### config.mk
export PLATFORM = sky130hd
export DESIGN_NAME = tq_cell
export DESIGN_NICKNAME = d
export VERILOG_FILES = /design/src/tq_pkg.sv /design/src/tq_cell.sv
export SDC_FILE = /design/constraint.sdc
export NUM_CORES = 1
export LEC_CHECK = 0
export BUFFER_PORTS_ARGS = -buffer_cell sky130_fd_sc_hd__buf_2
export CAP_MARGIN = 20
export CORE_ASPECT_RATIO = 0.5
export CORE_MARGIN = 1.5
export CORE_UTILIZATION = 40
export DETAILED_ROUTE_END_ITERATION = 10
export PLACE_DENSITY = 0.86
export SYNTH_ARGS = -nofsm -noshare
export SYNTH_HDL_FRONTEND = slang
export SYNTH_SLANG_ARGS = --single-unit
### constraint.sdc
create_clock -name clk -period 4.12 [get_ports clk]
set_clock_uncertainty 0.15 [all_clocks]
set_input_delay 0.206 -clock clk [delete_from_list [all_inputs] [get_ports clk]]
set_output_delay 0.206 -clock clk [all_outputs]
set_load 0.005 [all_outputs]
### src/tq_pkg.sv
`default_nettype none
// ----------------------------------------------------------------------------
// tq_pkg
// Shared types for the triple-ended queue: input and result words,
// operation codes and the per-cell control bundle.
// ----------------------------------------------------------------------------
package tq_pkg;

  typedef enum logic [2:0] {
    OP_ADD_HEAD = 3'd0,
    OP_ADD_TAIL = 3'd1,
    OP_ADD_MID  = 3'd2,
    OP_REM_HEAD = 3'd3,
    OP_REM_TAIL = 3'd4,
    OP_REM_MID  = 3'd5
  } op_t;

  typedef enum logic [1:0] {
    ST_OK    = 2'd0,
    ST_EMPTY = 2'd1,
    ST_FULL  = 2'd2
  } status_t;

  typedef enum logic [1:0] {
    CELL_HOLD  = 2'd0,
    CELL_LOAD  = 2'd1,
    CELL_LEFT  = 2'd2,
    CELL_RIGHT = 2'd3
  } cell_mode_t;

  typedef struct packed {
    cell_mode_t mode;
    logic       tap_sel;
  } cell_ctrl_t;

  typedef struct packed {
    op_t                op;
    logic signed [31:0] value_in;
  } in_word_t;

  typedef struct packed {
    logic signed [31:0] value_out;
    logic [1:0]         status;
    logic [8:0]         count;
  } out_word_t;

endpackage
`default_nettype wire

### src/tq_cell.sv
`default_nettype none
// ----------------------------------------------------------------------------
// tq_cell
// One queue entry: holds, loads a new value, or takes its left or right
// neighbor; drives its value onto the read tap when selected.
// ----------------------------------------------------------------------------
module tq_cell (
  input  wire logic              clk,
  input  wire tq_pkg::cell_ctrl_t ctrl,
  input  wire logic [31:0]       new_value,
  input  wire logic [31:0]       left_value,
  input  wire logic [31:0]       right_value,
  output logic [31:0]            value,
  output logic [31:0]            tap
);
  import tq_pkg::*;

  logic [31:0] value_r;
  logic [31:0] value_nxt;

  always_comb begin
    case (ctrl.mode)
      CELL_LOAD:  value_nxt = new_value;
      CELL_LEFT:  value_nxt = left_value;
      CELL_RIGHT: value_nxt = right_value;
      default:    value_nxt = value_r;
    endcase
  end

  always_ff @(posedge clk) begin
    value_r <= value_nxt;
  end

  assign value = value_r;
  assign tap   = ctrl.tap_sel ? value_r : 32'd0;

endmodule
`default_nettype wire

==> results.cfg, run 1 <==
[yosys]
avgSynthCellArea_um2 = 10.8
synth_nets = 275
syn_area_mm2 = 0.00188
synth_largest_area_cell = edfxtp_1
ys_warn_count = 0
ys_seq_elements = 32
synth_top_cells_by_area = edfxtp_1 (51%), mux2i_1 (17%), and2_1 (11%)
synthDistinctLibCells = 11
synth_top_area_share_pct = 51.0
synth-seq-area-share_pct = 51.0
synthCells = 175

[placement]
post-dp-hpwl_mm = 3.77
portBuffers = 163
gp_congestion = 0.878
place_ws_ps = 1900
dp_cells = 382
place_area_mm2 = 0.00266

[timing]
fin_hold_ws_ps = 110
setup_viol_count_final = 0
layout_setup_ws_ps = 2200
max_freq_mhz = 521
fin_crit_sh_pct = 46.6
hold_viol_final = 0
tns_ps = 0
rsz0062_at_grt = no
slew_viol_final = 0
tightest_slew_ps = 968
period_needed_ps = 1920
relSlewSlack_pct = 35.5

[global_route]
grt_pass1_wl_mm = 7.31
overflow = 0
grt_max_degree = 66
antenna_found_initial = 0
first_global_vias = 1731
busiest_layer = met2
grtUsageMet3_pct = 4.97
grtUsageTotal_pct = 18.2
use_met1_pct = 18.7
grtUsageMet2_pct = 36.1

[worst_setup_path]
critPathLaunchType = input port
path_cells = buf_2, or2_2
path_class = in2reg
cp_max_fo = 33
crit_family = buffers and inverters
cp.arrival_ps = 1670
required_ps = 3870
cp.depth = 2
end_kind = flop
crit_path_top_delay_cell = buf_2
crit_buf_inv = 1
cp_slowest_stage_delay_ps = 720

[hold_path]
hp-class = in2reg
hold_depth = 3

[job]
cap_viol_max_count = 0

[final_layout]
fin_nets = 432
stdcell_count = 390
postLayoutCoreUtil_pct = 61.4
final_common_cell = buf_2
n_fill_cell = 396
stdcell_area_mm2 = 0.00274
antenna_cells = 0
largest_register_ff_count = 32
drive_above_1_share_pct = 51.1
area_delta_synth_final_pct = 45.6

[detailed_routing]
route.vias.total = 1807
vias_per_cell = 4.63
drc = 0
finalWirelength_mm = 4.81
first_pass_iters = 4
drt_iter0_drc = 55
drt-wirelength-per-cell_um = 12.3
ant_nets = 0

[power_and_ir_drop]
p_clk_share_pct = 25.7
leakage_nw = 1.41
powerDensity_mw_per_mm2 = 307
power_mw = 0.843
power.switching_mw = 0.208
p_sw_share_pct = 24.6
vdd_drop_max_v = 0.000149
pwr-share-comb_pct = 24.3
p_int_mw = 0.635
power_frac_seq_pct = 50.0

[cts]
holdBufCountCts = 0
cts_root_buffer = clkbuf_8
post_cts_buffers = 0
path_clk_slew_ps = 60
clkSinkCount = 32
htreeDepth = 2
cts_resized = 0
clk_path_buf_depth = 2
cts_tree = done
cts_made_buffers = 5

[floorplan]
ios = 164
core_mm2 = 0.00447
start_util_pct = 42.2
dieHeight_um = 51.5
die_w_um = 100
rows = 17
die_area_mm2 = 0.00516

[run_status]
status = completed
-- Yosys cell counts, drive strengths merged --
library cell  number
and2              32
buf                8
edfxtp            32
clkbuf             6
a21oi             32
mux2i             32
or2                1
nor2              32
-- worst min-delay path, delay by kind of cell --
| family | cells | cell delay, ps |
|---|---|---|
| AO/OA/AOI/OAI | 1 | 100 |
| AND/OR/NAND/NOR | 1 | 30 |
| buffers and inverters | 1 | 70 |
-- area by class of cell --
class / count / area (um2) / area share (%)
Clock buffer: 7 / 76.3 / 2.78
Clock inverter: 1 / 3.75 / 0.137
Multi-Input combinational cell: 129 / 807 / 29.4
Sequential cell: 32 / 961 / 35.0
Tap cell: 57 / 71.3 / 2.60
Timing Repair Buffer: 164 / 823 / 30.0
-- logic make-up after synthesis --
family          Yosys count  synth area share (%)
simple gates             65                  17.3
flops                    32                  51.0
mux                      32                  17.0
compound gates           32                  8.50
buf+inv                  14                  6.18
-- per-layer routing --
layer / share of wire [%] / wire, um
met3: 3.9 / 188
met1: 39 / 1860
met4: 0.62 / 30
met2: 57 / 2730
met5: 0 / 0
-- power groups by stage --
stage	Sequential (mW)	Combinational, mW	Clock [mW]
6_report	0.422	0.205	0.217
5_1_grt	0.425	0.228	0.238
4_1_cts	0.422	0.207	0.224
3_5_place_dp	0.429	0.206	0
3_3_place_gp	0.427	0.201	0
2_1_floorplan	0.430	0.0914	0
-- final timing paths --
check	slack, ps	from	endpoint
worst max-delay path	2200	ctrl[1]	value[9]$_DFFE_PP_
worst min-delay path	110	new_value[24]	value[24]$_DFFE_PP_
Power figures use the tool's default switching activity.
==> run 2, diff against run 1 <==
--- a/config.mk
+++ b/config.mk
@@ -9,9 +9,9 @@
 export CAP_MARGIN = 20
 export CORE_ASPECT_RATIO = 0.5
 export CORE_MARGIN = 1.5
-export CORE_UTILIZATION = 40
+export CORE_UTILIZATION = 38
 export DETAILED_ROUTE_END_ITERATION = 10
-export PLACE_DENSITY = 0.86
+export PLACE_DENSITY = 0.82
 export SYNTH_ARGS = -nofsm -noshare
 export SYNTH_HDL_FRONTEND = slang
 export SYNTH_SLANG_ARGS = --single-unit
==> constraint.sdc (replaced) <==
create_clock -name clk -period 1.8 [get_ports clk]
set_clock_uncertainty 0.15 [all_clocks]
set_input_delay 0.09 -clock clk [delete_from_list [all_inputs] [get_ports clk]]
set_output_delay 0.09 -clock clk [all_outputs]
set_load 0.005 [all_outputs]
==> results.cfg, run 2 (synthesis results as in run 1) <==
[placement]
gp_congestion = 0.873
dp_cells = 392
portBuffers = 163

[hold_path]
hp-start = new_value[12]
hp-class = in2reg

[final_layout]
final_common_cell = buf_2
multi_input_area_um2 = 807
drive_above_1_share_pct = 49.3
stdcell_count = 413
area_delta_synth_final_pct = 54.4
regArea_um2 = 961
fin_nets = 449
largest_register_ff_count = 32
n_fill_cell = 397
antenna_cells = 0

[floorplan]
start_util_pct = 41.2
dieHeight_um = 52.8
die_area_mm2 = 0.00542
ios = 164
die_w_um = 103
rows = 17
core_mm2 = 0.00457

[cts]
htreeDepth = 2
clkSinkCount = 32
path_clk_slew_ps = 60
cts_tree = done
cts_resized = 0
clk_path_buf_depth = 2
cts_root_buffer = clkbuf_8
cts_made_buffers = 5

[global_route]
overflow = 0
antenna_found_initial = 0
first_global_vias = 1883
grt_pass1_wl_mm = 7.68
grt_max_degree = 65
grtUsageTotal_pct = 18.8

[timing]
tns_ps = 0
hold_viol_final = 0
setup_viol_count_final = 0
rsz0062_at_grt = no
max_freq_mhz = 823
period_needed_ps = 1210
slew_viol_final = 0
relSlewSlack_pct = 51.5
fin_crit_sh_pct = 67.5
fin_hold_ws_ps = 7.52
tightest_slew_ps = 727

[power_and_ir_drop]
pwr-share-comb_pct = 25.7
p_clk_share_pct = 24.6
powerDensity_mw_per_mm2 = 668
leakage_nw = 1.48
power_frac_seq_pct = 49.7
p_sw_share_pct = 25.0
vdd_drop_max_v = 0.000327
power.switching_mw = 0.486
p_int_mw = 1.46

[job]
cap_viol_max_count = 0

[detailed_routing]
drt-wirelength-per-cell_um = 12.9
ant_nets = 0
vias_per_cell = 4.62
drc = 0
first_pass_iters = 4
drt_iter0_drc = 38
finalWirelength_mm = 5.31
route.vias.total = 1907

[worst_setup_path]
critPathLaunchType = input port
cp_max_fo = 32
required_ps = 1640
crit_start = ctrl[1]
end_kind = flop
cp.arrival_ps = 1050
path_class = in2reg

[run_status]
status = completed
run 2: cell count changes in the layout (fill, tap and decap cells not counted), sizes merged:
cell         delta
buf             +1
clkinv          -1
dlygate4sd3    +16
clkbuf          -2
run 2: through the flow:
| stage | total power, mW | utilization (%) | worst slack (ps) | cell area, um2 |
|---|---|---|---|---|
| floorplan | 1.19 | - | 445 | 1880 |
| global placement | 1.44 | 58.6 | 397 | 2680 |
| detailed placement | 1.46 | 58.6 | 339 | 2680 |
| CTS | 1.95 | 63.6 | 589 | 2910 |
| global route | 2.05 | 63.6 | 547 | 2910 |
| finish | 1.94 | 63.6 | 585 | 2910 |
run 2: path summary, 6_finish.rpt:
check,endpoint,cells after the start,slack [ps]
min,value[12]$_DFFE_PP_,3,8
max,value[16]$_DFFE_PP_,4,590
run 2: final cells by class:
| class | count | area share [%] |
|---|---|---|
| tap | 66 | 2.84 |
| multi-input combinational | 129 | 27.7 |
| clock buffer | 5 | 2.36 |
| sequential | 32 | 33.0 |
| timing repair buffer | 181 | 34.0 |
run 2: power groups by stage:
stage          logic (mW)  clock network [mW]  registers, mW
2_1_floorplan       0.209                   0          0.985
3_3_place_gp        0.462                   0          0.978
3_5_place_dp        0.474                   0          0.983
4_1_cts             0.502               0.484          0.967
5_1_grt             0.555               0.516          0.977
6_report            0.499               0.478          0.966
run 2: what timing repair did:
item / 4_1_cts / 5_1_grt
hold buffers: 16 / 0
setup buffers: 0 / 0
endpoints found under the hold margin: 16 / 0
run 2: per-layer routing:
metal	track usage [%]	part of all wire, %
met1	19.2	38
met2	37.1	55
met3	4.67	3.5
met4	8.22	2.5
met5	0	0
run 2: critical path, stage by stage:
cell     delay, ps
buf_2           80
buf_4          460
mux2i_1        290
a21oi_1        100
